File: config.mk
export PLATFORM = sky130hd
export DESIGN_NAME = gn2_front
export DESIGN_NICKNAME = d
export VERILOG_FILES = /design/src/hw/rtl/gn2_pkg.sv /design/src/hw/rtl/gn2_front.sv
export SDC_FILE = /design/constraint.sdc
export NUM_CORES = 1
export LEC_CHECK = 0
export ABC_CLOCK_PERIOD_IN_PS = 1650
export BUFFER_PORTS_ARGS = -buffer_cell sky130_fd_sc_hd__buf_2
export CAP_MARGIN = 0
export CORE_MARGIN = 4
export CORE_UTILIZATION = 35
export DETAILED_ROUTE_END_ITERATION = 7
export PLACE_DENSITY = 0.74
export SYNTH_ARGS = -nofsm -noshare
export SYNTH_HDL_FRONTEND = slang
export SYNTH_SLANG_ARGS = --single-unit
File: constraint.sdc
create_clock -name clk -period 1.65 [get_ports clk]
set_input_delay 0.33 -clock clk [delete_from_list [all_inputs] [get_ports clk]]
set_output_delay 0.33 -clock clk [all_outputs]
set_load 0.05 [all_outputs]
File: src/hw/rtl/gn2_pkg.sv
`timescale 1ns / 1ps

package gn2_pkg;

    // Fixed formats of the noise datapath.
    localparam int TABLE_BITS     = 8;
    localparam int FRAC_BITS      = 16;
    localparam int POS_BITS       = 24;
    localparam int OUT_BITS       = 19;
    localparam int VAL_BITS       = 21;
    localparam int FADE_BITS      = 20;
    localparam int MID_DEPTH_BITS = 2;
    localparam int OUT_DEPTH_BITS = 4;

    // Request kinds.
    localparam logic ACTION_LOAD = 1'b0;
    localparam logic ACTION_EVAL = 1'b1;

    // Low two hash bits pick one of four diagonal gradients.
    localparam logic [TABLE_BITS-1:0] GRAD_SEL = 8'd3;

    // One request after the front end has taken it apart.
    typedef struct packed {
        logic                  is_eval;
        logic [TABLE_BITS-1:0] entry_index;
        logic [TABLE_BITS-1:0] entry_value;
        logic [TABLE_BITS-1:0] cell_x;
        logic [TABLE_BITS-1:0] cell_y;
        logic [FRAC_BITS-1:0]  frac_x;
        logic [FRAC_BITS-1:0]  frac_y;
    } gn2_item_t;

    // Dot product of a corner offset with its diagonal gradient.
    function automatic logic signed [VAL_BITS-1:0] gradient(
        input logic [TABLE_BITS-1:0]      h,
        input logic signed [VAL_BITS-1:0] dx,
        input logic signed [VAL_BITS-1:0] dy
    );
        logic [TABLE_BITS-1:0]      sel;
        logic signed [VAL_BITS-1:0] a;
        logic signed [VAL_BITS-1:0] b;
        sel = h & GRAD_SEL;
        a = sel[0] ? dx : -dx;
        b = sel[1] ? dy : -dy;
        return a + b;
    endfunction

endpackage

File: src/hw/rtl/gn2_front.sv
`timescale 1ns / 1ps

module gn2_front (
    input  logic                           clk,
    input  logic                           rst_n,
    input  logic                           push,
    output logic                           full,
    input  logic                           action,
    input  logic [7:0]                     entry_index,
    input  logic [7:0]                     entry_value,
    input  logic [gn2_pkg::POS_BITS-1:0]   x_position,
    input  logic [gn2_pkg::POS_BITS-1:0]   y_position,
    output logic                           item_valid,
    output gn2_pkg::gn2_item_t             item,
    input  logic                           item_ready
);

    logic               valid_reg;
    gn2_pkg::gn2_item_t item_reg;
    gn2_pkg::gn2_item_t item_next;
    logic               take;

    assign full       = valid_reg && !item_ready;
    assign take       = push && !full;
    assign item_valid = valid_reg;
    assign item       = item_reg;

    // Split each request into kind, cell corner and fractions.
    always_comb
    begin
        item_next.is_eval     = (action == gn2_pkg::ACTION_EVAL);
        item_next.entry_index = entry_index;
        item_next.entry_value = entry_value;
        item_next.cell_x      = x_position[gn2_pkg::FRAC_BITS +: gn2_pkg::TABLE_BITS];
        item_next.cell_y      = y_position[gn2_pkg::FRAC_BITS +: gn2_pkg::TABLE_BITS];
        item_next.frac_x      = x_position[gn2_pkg::FRAC_BITS-1:0];
        item_next.frac_y      = y_position[gn2_pkg::FRAC_BITS-1:0];
    end

    // Holding register in front of the request queue.
    always_ff @(posedge clk or negedge rst_n)
    begin
        if (!rst_n)
        begin
            valid_reg <= 1'b0;
        end
        else if (take)
        begin
            valid_reg <= 1'b1;
        end
        else if (item_ready)
        begin
            valid_reg <= 1'b0;
        end
    end

    always_ff @(posedge clk)
    begin
        if (take)
        begin
            item_reg <= item_next;
        end
    end

endmodule

==> out/metrics.yaml <==
cells_and_area:
  largest_register_ffs: 65
  final_cells: 296
  ff_latch_area_um2: 1978
  fin_util_pct: 54.54
  synthToLayoutAreaGrowth_pct: 50.37
  diodes: 0
  fin_nets: 288
  drive_gt1_share_pct: 69.20
  fillers: 469
  multi_input_area_um2: 28.78
timing:
  rsz0062_at_grt: "no"
  setup_tns_ps: 0
  fin_ws_ps: 251.9
  min_period_ps: 1398
  hold_viol_final: 0
  post-route-period-util_pct: 84.74
  maxSlewViolCount: 0
  worst_pin_slew_ps: 268.3
  skew_ps: 5.244
  fmaxAchievable_mhz: 715.2
  slew_headroom_pct: 82.24
  finalSetupViolCount: 0
floorplanning:
  core_um2: 5540
  die_y_um: 83.77
  initial_core_util_pct: 36.27
  die-area_um2: 7017
  die_w_um: 83.77
  rows: 27
  ios: 136
worst_setup_path:
  r2r_cells: 3
  crit_arrival_ps: 1070
  r2r-start: "item_valid$_DFFE_PN0P_"
  path_class: "flop to output pin"
  critPathMaxFanout: 3
  cp.required_ps: 1320
  r2r_setup_slack_ps: 360
  critPathLaunchType: "flop"
  end_kind: "output pin"
  r2r_end: "item[7]$_DFFE_PP_"
worst_hold_path:
  min_path_cells: 1
  hp-start: "x_position[6]"
  hold_end: "item[22]$_DFFE_PP_"
  hold_path_class: "input port to flop"
global_routing:
  grt_pass1_wl_um: 6699
  grt_usage_pct: 12.84
  antenna_found_initial: 0
  grt_max_degree: 28
  grt_pass1_vias: 1349
  overflow: 0
detailed_routing:
  drt_first_pass_iters: 4
  routed_wl_um: 4279
  ant_nets: 0
  vias_per_cell: 4.152
  wl_per_cell_um: 14.46
  vias: 1229
  drc_errors: 0
  drt_iter0_markers: 39
placed_design:
  place.gp.congestion: 0.6986
  io_buffers: 135
  dp_cells: 279
  hpwl_um: 3414
  pre_cts_slack_ps: 303.8
synthesis:
  yosysTopAreaCellShare_pct: 97.14
  ys_top_cells_by_area: "edfxtp_1 (97%), dfrtp_1 (1.2%), nand2b_4 (0.68%)"
  yosysTopAreaCell: "edfxtp_1"
  synth_seq_area_share_pct: 98.38
  syn_nets: 139
  synth_cell_types: 6
  synthCells: 70
  ys_ff_latch: 66
  yosys_warnings: 0
  synth_area_per_cell_um2: 28.71
  netlist_area_um2: 2009
run:
  maxCapViolCount: 0
power_and_ir_drop:
  irDropWorstVdd_uv: 660.7
  p_int_mw: 2.784
  clock_power_share_pct: 33.9
  power_density_nw_per_um2: 1258
  seqPwrFrac_pct: 51.9
  p_total_mw: 3.801
  leakage_nw: 1.298
  power_switching_mw: 1.017
  swShare_pct: 26.75
  combPwrFrac_pct: 14.2
cts:
  clkTransAtPathRegs_ps: 70
  clk_path_buf_depth: 2
  hold_buffers: 1
  postCtsResizedCells: 0
  root_buffer: "clkbuf_8"
  clock-sinks: 66
  post_cts_buffers: 0
  insertion_delay_ps: 330
  cts-htree-levels: 3
  cts_buffers: 9
  cts_tree: "done"
outcome:
  status: "completed"
## Yosys cell counts, drive strengths merged
master	instances
inv	1
nand2b	2
dfrtp	1
and2	1
edfxtp	65
## power groups by stage
| stage | logic (mW) | clock network, mW | registers [mW] |
|---|---|---|---|
| 5_1_grt | 0.570 | 1.42 | 1.98 |
| 2_1_floorplan | 0.0422 | 0 | 2.33 |
| 3_5_place_dp | 0.548 | 0 | 2.01 |
| 6_report | 0.541 | 1.29 | 1.97 |
| 3_3_place_gp | 0.542 | 0 | 2.01 |
| 4_1_cts | 0.549 | 1.33 | 1.97 |
## layout by cell type, fill, tap and decap left out
cell type      synthesis  routed
clkbuf_1               0       1
clkbuf_8               0       9
and2_4                 1       1
clkinvlp_4             0       2
clkinv_4               0       2
clkinv_2               0       1
nand2b_1               1       1
buf_2                  0     135
dlygate4sd3_1          0       1
bufinv_16              0       1
dfrtp_2                0       1
buf_12                 0       2
inv_1                  1       1
nand2b_4               1       1
edfxtp_1              65      65
## metal layers
metal	routed length (um)	track usage (%)	share of wire, %
met2	2163	21.11	51
met5	0	0	0
met4	59	6.579	1.4
met1	1305	11.82	30
met3	750	8.983	18
## worst max-delay path, stage by stage, from the launching register on
cell and delay, ps:
dfrtp_2 390, nand2b_4 60, inv_1 50, buf_2 250
## through the flow
stage	instance area, um^2	hold slack [ps]
floorplan	2011	34.41
global placement	2816	105.2
global route	3022	144.7
finish	3022	173.2
CTS	3022	156.4
detailed placement	2816	107.6
## worst max path at each step
stage | cells after the start | slack, ps | from | to
after floorplan | 2 | 100 | item_valid$_DFFE_PN0P_ | item[0]$_DFFE_PP_
after global placement | 4 | 340 | item_ready | item[57]$_DFFE_PP_
after detailed placement | 4 | 300 | item_ready | item[29]$_DFFE_PP_
after CTS | 3 | 220 | item_valid$_DFFE_PN0P_ | full
after global routing | 3 | 200 | item_valid$_DFFE_PN0P_ | full
final | 3 | 250 | item_valid$_DFFE_PN0P_ | full
## logic make-up (layout without fill, tap and decap cells)
| logic type | count (synthesis) | after routing | share of synthesized area, % |
|---|---|---|---|
| buffers and inverters | 1 | 155 | 0.1866 |
| flip-flops | 66 | 66 | 98.38 |
| AND/OR/NAND/NOR | 3 | 3 | 1.432 |
## final cells by class
type,count,area share (%)
clock buffers,10,4.224
inverters,1,0.1242
clock inverters,6,2.236
well taps,72,2.981
flip-flops and latches,66,65.47
repair buffers,138,24.02
multi-input cells,3,0.9524
Power figures use the tool's default switching activity.
