**src/hw/rtl/gn2_fifo.sv**
```systemverilog
`timescale 1ns / 1ps

module gn2_fifo #(
    parameter int WIDTH      = 8,
    parameter int DEPTH_BITS = 2
) (
    input  logic             clk,
    input  logic             rst_n,
    input  logic             wr_en,
    input  logic [WIDTH-1:0] wr_data,
    input  logic             rd_en,
    output logic [WIDTH-1:0] rd_data,
    output logic             empty,
    output logic             full
);

    localparam int DEPTH = 1 << DEPTH_BITS;

    logic [WIDTH-1:0]      entry_reg [DEPTH];
    logic [DEPTH_BITS-1:0] wr_ptr_reg;
    logic [DEPTH_BITS-1:0] rd_ptr_reg;
    logic [DEPTH_BITS:0]   count_reg;
    logic [DEPTH_BITS:0]   count_next;

    assign empty   = (count_reg == '0);
    assign full    = (count_reg == (DEPTH_BITS+1)'(DEPTH));
    assign rd_data = entry_reg[rd_ptr_reg];

    // Occupancy follows the writes and reads of this cycle.
    always_comb
    begin
        count_next = count_reg;
        if (wr_en && !rd_en)
        begin
            count_next = count_reg + 1'b1;
        end
        else if (rd_en && !wr_en)
        begin
            count_next = count_reg - 1'b1;
        end
    end

    // Pointers and fill count.
    always_ff @(posedge clk or negedge rst_n)
    begin
        if (!rst_n)
        begin
            wr_ptr_reg <= '0;
            rd_ptr_reg <= '0;
            count_reg  <= '0;
        end
        else
        begin
            if (wr_en)
            begin
                wr_ptr_reg <= wr_ptr_reg + 1'b1;
            end
            if (rd_en)
            begin
                rd_ptr_reg <= rd_ptr_reg + 1'b1;
            end
            count_reg <= count_next;
        end
    end

    // Storage.
    always_ff @(posedge clk)
    begin
        if (wr_en)
        begin
            entry_reg[wr_ptr_reg] <= wr_data;
        end
    end

endmodule

```
**config.mk**
```make
export PLATFORM = sky130hd
export DESIGN_NAME = gn2_fifo
export DESIGN_NICKNAME = d
export VERILOG_FILES = /design/src/hw/rtl/gn2_fifo.sv
export SDC_FILE = /design/constraint.sdc
export NUM_CORES = 1
export LEC_CHECK = 0
export BUFFER_PORTS_ARGS = -buffer_cell sky130_fd_sc_hd__buf_2
export CAP_MARGIN = 20
export CORE_MARGIN = 2
export CORE_UTILIZATION = 52
export DETAILED_ROUTE_END_ITERATION = 7
export GPL_TIMING_DRIVEN = 0
export HOLD_SLACK_MARGIN = 0.05
export MAX_ROUTING_LAYER = met4
export PLACE_DENSITY_LB_ADDON = 0.2
export SLEW_MARGIN = 20
export SYNTH_ARGS = -nofsm -noshare
export SYNTH_HDL_FRONTEND = slang
export SYNTH_SLANG_ARGS = --single-unit
```
**constraint.sdc**
```tcl
create_clock -name clk -period 3.2 [get_ports clk]
set_input_delay 0.16 -clock clk [delete_from_list [all_inputs] [get_ports clk]]
set_output_delay 0.16 -clock clk [all_outputs]
set_load 0.1 [all_outputs]
```
==> results.json, run 1 <==
{
  "status": "finished, final reports clean",
  "dr.pass1.iters": 4,
  "post-cts-setup-buffers": 0,
  "worst_clock_skew_ns": 0.00704,
  "fillCellCount": 202,
  "timing.fmax_mhz": 539,
  "post_drt_wl_per_cell_microns": 16.3,
  "grt_pass1_wl_microns": 3660,
  "hpwl_microns": 1560,
  "cts.sinks": 39,
  "grt_usage_pct": 16.5,
  "yosys-mux-area-fraction_pct": 12.4,
  "crit_chain": "buf_6, mux4_2, buf_2",
  "multiInputGateArea_sq_um": 380,
  "largest_reg_flops": 32,
  "finalHoldViolCount": 0,
  "tns_ns": 0,
  "drive_gt1_share_pct": 33.0,
  "clockBufferDepth": 2,
  "grt_max_degree": 12,
  "setup_violations": 0,
  "h-tree-depth": 2,
  "via_count": 780,
  "hold_class": "in -> reg",
  "cp_slowest_cell": "mux4_2",
  "slew_viol_final": 0,
  "synth_simple_gate_area_share_pct": 3.15,
  "ys_seq_area_share_pct": 73.4,
  "maxCapViolCount": 0,
  "cts_tree": "yes",
  "syn-num-nets": 94,
  "start_kind": "flip-flop",
  "dp_slack_ns": 1.70,
  "avgViaCountPerCell": 5.34,
  "path_max_fanout": 10,
  "initial_core_util_pct": 55.6,
  "syn_inst": 76,
  "synth_top_family_by_area": "multiplexers",
  "finalCritPeriodShare_pct": 58.0,
  "worstPathArrival_ns": 1.70,
  "core_sq_um": 2780,
  "rows": 19,
  "routed_wl_microns": 2390,
  "ios": 22,
  "clk_pin_slew_ns": 0.11,
  "seqCellArea_sq_um": 1140,
  "grt_overflow": 0,
  "worst_slew_pin_slew_ns": 0.488,
  "ant_nets": 0,
  "synth_cell_types": 17,
  "root_buffer": "clkbuf_4",
  "final_common_cell": "edfxtp_1",
  "worst_slack_ns": 1.34,
  "portBuffers": 21,
  "detail_route.iter0.violations": 18,
  "nNetsFinal": 132,
  "slew_headroom_pct": 67.7,
  "rsz0062_at_grt": "false",
  "syn_to_final_growth_pct": 19.0,
  "cts_buffers": 5,
  "synth_compound_area_share_pct": 0.323,
  "insertion_delay_ns": 0.33,
  "cp-end-kind": "output port",
  "critPathMaxStageDelay_ns": 0.52,
  "dieArea_sq_um": 3430,
  "post-route-drc-count": 0,
  "antenna_found_initial": 0,
  "diodes": 0,
  "critPathKind": "reg -> out",
  "finalCriticalPeriod_ns": 1.86,
  "ys_ff_latch": 39,
  "gp_congestion": 0.683,
  "ys_warn_count": 0,
  "mappedNetlistArea_sq_um": 1550,
  "fp.dieH_microns": 58.6,
  "syn_area_per_cell_sq_um": 20.4,
  "placed_cells": 128,
  "grt_pass1_vias": 782,
  "cp_data_required_time_ns": 3.04,
  "layout.cells.non_filler": 146,
  "die_w_microns": 58.6,
  "synthAdderAreaFrac_pct": 5.34,
  "synth_xor_area_share_pct": 3.40,
  "final_cell_mix": "edfxtp_1, buf_2, dlygate4sd3_1, mux4_2, dfrtp_1"
}
[cells in the mapped netlist (all sizes together)]
| library cell | number | area (sq um) |
|---|---|---|
| and2 | 4 | 25.0 |
| buf | 2 | 16.3 |
| dfrtp | 7 | 175 |
| edfxtp | 32 | 961 |
| fa | 1 | 20.0 |
| ha | 5 | 62.6 |
| inv | 4 | 15.0 |
| mux2 | 1 | 11.3 |
| mux4 | 8 | 180 |
| nand2 | 2 | 7.51 |
| nor2 | 1 | 3.75 |
| nor3 | 1 | 5.00 |
| nor3b | 1 | 7.51 |
| o21ai | 1 | 5.00 |
| xnor2 | 2 | 17.5 |
| xor2 | 4 | 35.0 |
[final cells by class]
class / count / area share, %
clock inverters: 1 / 0.272
multi-input cells: 31 / 20.7
flip-flops and latches: 39 / 61.7
clock buffers: 7 / 2.45
repair buffers: 31 / 11.1
well taps: 31 / 2.11
plain buffers: 2 / 0.883
inverters: 4 / 0.815
[final timing paths]
| check | slack (ns) | depth (start not counted) | to | start |
|---|---|---|---|---|
| max in group asynchronous | 2.86 | 2 | count_reg[1]$_DFFE_PN0P_ | rst_n |
| hold reg to reg | 0.50 | 1 | count_reg[2]$_DFFE_PN0P_ | count_reg[2]$_DFFE_PN0P_ |
| hold / removal | 0.08 | 2 | wr_ptr_reg[0]$_DFFE_PN0P_ | wr_en |
| min in group asynchronous | 0.18 | 2 | count_reg[2]$_DFFE_PN0P_ | rst_n |
| setup / recovery | 1.34 | 3 | rd_data[5] | rd_ptr_reg[0]$_DFFE_PN0P_ |
| setup reg to reg | 1.76 | 3 | entry_reg[0][2]$_DFFE_PP_ | wr_ptr_reg[0]$_DFFE_PN0P_ |
[critical path, delay by kind of cell, from the launching register on]
kind | cells | cell delay [ns]
buffers and inverters | 2 | 0.49
flip-flops | 1 | 0.36
multiplexers | 1 | 0.52
[repair_timing]
action                    CTS  global route
hold endpoints to repair   40             0
gates resized for setup     0             0
hold buffers               10             0
[per-layer routing]
layer	vias to the layer above	share of wire (%)	track usage (%)
li1	363	-	-
met1	390	43	18.3
met2	25	50	26.5
met3	2	6.0	7.25
met4	0	1.0	5.98
met5	-	0	-
[through the flow]
stage          hold WS (ns)  area, sq um  utilization (%)
6_report             0.0842         1840             66.2
5_1_grt              0.0842         1840             66.2
4_1_cts              0.0802         1840             66.2
3_5_place_dp        0.00264         1690             60.8
3_3_place_gp       -0.00126         1690             60.8
2_1_floorplan        -0.136         1550                -
[cell families after synthesis]
group	after synthesis
flops	39
buf+inv	6
xor+xnor	6
compound gates	1
mux	9
simple gates	9
fa+ha+maj	6
Power of run 1 is left out: the tool's default activity adds up to more than one toggle a clock period on the data nets, which glitch-free logic cannot reach.
==> run 2: changes to the inputs <==
- CORE_UTILIZATION: 52 -> 49
- clock period: 3.2 -> 1.6 ns (I/O delays scaled with it)
==> run 2 against run 1 <==
The flow now finishes with violations (negative setup slack). Critical path depth unchanged. Routed wire length rose by 6.6%. Core utilization decreased by 0.35 points.
==> results.json, run 2 (same netlist as run 1, synthesis figures left out) <==
{
  "grt_overflow": 0,
  "grt_pass1_wl_microns": 3880,
  "rows": 20,
  "root_buffer": "clkbuf_4",
  "insertion_delay_ns": 0.34,
  "finalHoldViolCount": 0,
  "post-route-drc-count": 0,
  "diodes": 0,
  "h-tree-depth": 2,
  "grt_pass1_vias": 851,
  "slew_viol_final": 0,
  "multiInputGateArea_sq_um": 395,
  "rsz0062_at_grt": "true",
  "seqCellArea_sq_um": 1140,
  "slew_headroom_pct": 68.9,
  "final_cell_mix": "edfxtp_1, buf_2, dlygate4sd3_1, mux4_2, clkbuf_4",
  "setup_violations": 8,
  "cts_buffers": 5,
  "worst_slew_pin_slew_ns": 0.467,
  "maxCapViolCount": 0,
  "hpwl_microns": 1580,
  "routed_wl_microns": 2540,
  "clk_pin_slew_ns": 0.11,
  "worstPathArrival_ns": 1.62,
  "post_drt_wl_per_cell_microns": 15.7,
  "violations": "negative setup slack",
  "clockBufferDepth": 2,
  "cts_tree": "yes",
  "final_common_cell": "edfxtp_1",
  "cp_data_required_time_ns": 1.52,
  "dieArea_sq_um": 3620,
  "drive_gt1_share_pct": 38.1,
  "start_kind": "flip-flop",
  "gp_congestion": 0.666,
  "avgViaCountPerCell": 4.88,
  "status": "complete, but fails checks",
  "portBuffers": 21,
  "timing.fmax_mhz": 587,
  "dr.pass1.iters": 4,
  "worst_clock_skew_ns": 0.00908,
  "largest_reg_flops": 32,
  "fp.dieH_microns": 60.2,
  "antenna_found_initial": 0,
  "reg2reg_slack_ns": 0.17,
  "critPathKind": "reg -> out",
  "ant_nets": 0,
  "tns_ns": -0.736,
  "fillCellCount": 230,
  "initial_core_util_pct": 51.1,
  "finish.utilization_pct": 65.9,
  "grt_max_degree": 13,
  "nNetsFinal": 135,
  "cts.sinks": 39,
  "ios": 22,
  "syn_to_final_growth_pct": 28.9,
  "finalCriticalPeriod_ns": 1.70,
  "hold_class": "in -> async",
  "grt_usage_pct": 16.7,
  "die_w_microns": 60.2,
  "via_count": 791,
  "cp-end-kind": "output port",
  "worst_slack_ns": -0.105,
  "finalCritPeriodShare_pct": 107,
  "path_max_fanout": 9,
  "core_sq_um": 3030,
  "detail_route.iter0.violations": 19
}
run 2: cell types whose count changed in the layout (fill, tap and decap cells not counted), moves of 2 or more:
cell and change:
buf_6 +6, buf_4 +2, clkbuf_1 -2, buf_2 -11
clkbuf_4 +3
run 2: cell type report:
type	count	area share, %
Sequential cell	39	57.0
Clock buffer	5	1.88
Tap cell	44	2.76
Buffer	2	1.25
Timing Repair Buffer	34	14.6
Multi-Input combinational cell	31	19.8
Inverter	4	0.753
Clock inverter	3	1.94
run 2: layer usage:
| metal | vias up | share of wire (%) | global-route usage [%] |
|---|---|---|---|
| met5 | - | 0 | - |
| met4 | 0 | 1.7 | 6.67 |
| met3 | 6 | 4.2 | 6.49 |
| met2 | 18 | 50 | 25.6 |
| met1 | 398 | 44 | 19.8 |
| li1 | 369 | - | - |
run 2: metrics by stage:
step	area, sq um	std cells	setup slack [ns]	hold WS (ns)
final	1990	162	-0.105	0.0947
after global routing	1990	162	-0.180	0.101
after CTS	1970	161	-0.131	0.0770
after detailed placement	1720	141	0.147	-0.0783
after global placement	1720	141	0.188	-0.0787
after floorplan	1560	76	-0.157	-0.216
run 2: what timing repair did:
item                                    4_1_cts  5_1_grt
endpoints found under the setup margin        8       11
hold buffers                                 11        0
endpoints found under the hold margin        43        0
pin swaps                                     0        2
setup buffers                                 1        1
gates resized for setup                      18        6
run 2: worst max-delay path, stage by stage (launching register included):
cell and delay (ns):
dfrtp_1 0.40, buf_12 0.15, mux4_2 0.53, buf_8 0.19
run 2: path summary, 6_finish.rpt:
check                      cells past startpoint                   endpoint                       from
setup / recovery                               3                 rd_data[4]  rd_ptr_reg[0]$_DFFE_PN0P_
hold / removal                                 2   count_reg[1]$_DFFE_PN0P_                      rst_n
setup reg to reg                               3  entry_reg[2][0]$_DFFE_PP_  wr_ptr_reg[0]$_DFFE_PN0P_
hold reg to reg                                1   count_reg[2]$_DFFE_PN0P_   count_reg[2]$_DFFE_PN0P_
max in group asynchronous                      2   count_reg[2]$_DFFE_PN0P_                      rst_n
min in group clk                               2  entry_reg[0][5]$_DFFE_PP_                 wr_data[5]
Power of run 2 is left out for the same reason.
==> run 3: changes to the inputs <==
- CORE_UTILIZATION: 49 -> 52
- clock period: 1.6 -> 1.7 ns (I/O delays scaled with it)
==> run 3 against run 2 <==
The run now ends clean. Final cell count decreased by 8.6%. Setup slack better by 0.11 ns. First-iteration DRC count down 32%. Core utilization up 3.4 points. Cell area fell by 3.4%. Register-to-register slack better by 0.11 ns.
==> results.json, run 3 (same netlist as run 1, synthesis figures left out) <==
{
  "root_buffer": "clkbuf_4",
  "finalCriticalPeriod_ns": 1.69,
  "fillCellCount": 187,
  "final_cell_mix": "edfxtp_1, buf_2, dlygate4sd3_1, mux4_2",
  "path_max_fanout": 9,
  "finalCritPeriodShare_pct": 99.5,
  "portBuffers": 21,
  "start_kind": "flip-flop",
  "finalHoldViolCount": 0,
  "syn_to_final_growth_pct": 24.5,
  "setup_violations": 0,
  "grt_usage_pct": 17.6,
  "detail_route.iter0.violations": 13,
  "via_count": 775,
  "drive_gt1_share_pct": 35.0,
  "cts_tree": "yes",
  "avgViaCountPerCell": 5.24,
  "status": "finished, final reports clean",
  "antenna_found_initial": 0,
  "routed_wl_microns": 2450,
  "post_drt_wl_per_cell_microns": 16.5,
  "ios": 22,
  "timing.fmax_mhz": 591,
  "initial_core_util_pct": 55.6,
  "dieArea_sq_um": 3430,
  "cp-end-kind": "output port",
  "core_sq_um": 2780,
  "ant_nets": 0,
  "slew_headroom_pct": 67.8,
  "h-tree-depth": 2,
  "slew_viol_final": 0,
  "grt_max_degree": 12,
  "grt_overflow": 0,
  "grt_pass1_wl_microns": 3990,
  "maxCapViolCount": 0,
  "clk_pin_slew_ns": 0.11,
  "largest_reg_flops": 32,
  "fp.dieH_microns": 58.6,
  "rsz0062_at_grt": "true",
  "hold_class": "in -> async",
  "hpwl_microns": 1610,
  "post-route-drc-count": 0,
  "nNetsFinal": 134,
  "worst_clock_skew_ns": 0.00794,
  "cts.sinks": 39,
  "cts_buffers": 5,
  "insertion_delay_ns": 0.33,
  "critPathKind": "reg -> out",
  "worst_slew_pin_slew_ns": 0.486,
  "diodes": 0,
  "gp_congestion": 0.672,
  "final_common_cell": "edfxtp_1",
  "finish.utilization_pct": 69.3,
  "grt_pass1_vias": 869,
  "cp_data_required_time_ns": 1.62,
  "dr.pass1.iters": 4,
  "clockBufferDepth": 2,
  "worstPathArrival_ns": 1.61,
  "die_w_microns": 58.6,
  "rows": 19
}
-- run 3: worst paths after layout --
path                                      startpoint                        end  slack [ns]  cells after the start
min                                            rst_n   count_reg[2]$_DFFE_PN0P_        0.11                      2
max in group asynchronous                      rst_n  wr_ptr_reg[1]$_DFFE_PN0P_        1.43                      2
min in group clk                               rd_en  rd_ptr_reg[0]$_DFFE_PN0P_        0.48                      3
max reg2reg                wr_ptr_reg[0]$_DFFE_PN0P_  entry_reg[0][3]$_DFFE_PP_        0.28                      3
max                        rd_ptr_reg[0]$_DFFE_PN0P_                 rd_data[3]       0.008                      3
min reg2reg                 count_reg[2]$_DFFE_PN0P_   count_reg[2]$_DFFE_PN0P_        0.52                      1
-- run 3: critical path: stages, from the launching register on --
cell and delay (ns):
dfrtp_1 0.37, buf_8 0.16, mux4_2 0.54, buf_8 0.20
-- run 3: repair_timing --
action	in CTS	in global routing
buffers inserted	1	0
endpoints found under the setup margin	8	8
resized for setup	18	0
endpoints found under the hold margin	43	0
hold buffers	11	0
-- run 3: stage by stage --
stage	hold WS, ns	setup slack [ns]	setup TNS [ns]	instance area [sq um]	cells
after floorplan	-0.211	-0.0621	-0.117	1560	76
after global placement	-0.0783	0.288	0	1700	128
after detailed placement	-0.0720	0.253	0	1700	128
after CTS	0.101	-0.0158	-0.0185	1930	148
after global routing	0.118	-0.0537	-0.247	1930	148
final	0.105	0.00793	0	1930	148
-- run 3: final cells by class --
type,instances,area [sq um],area share [%]
sequential,39,1140,59.0
clock buffer,7,45.0,2.34
clock inverter,1,5.00,0.260
inverter,4,15.0,0.779
multi-input combinational,31,390,20.3
buffer,2,20.0,1.04
timing repair buffer,33,277,14.4
tap,31,38.8,2.01
-- run 3: routing by layer --
| metal | vias up | GRT usage (%) | part of all wire, % |
|---|---|---|---|
| met2 | 17 | 29.9 | 54 |
| met4 | 0 | 8.97 | 1.8 |
| met3 | 5 | 4.62 | 4.4 |
| met5 | - | - | 0 |
| li1 | 367 | - | - |
| met1 | 386 | 19.1 | 39 |
Power of run 3 is left out for the same reason.
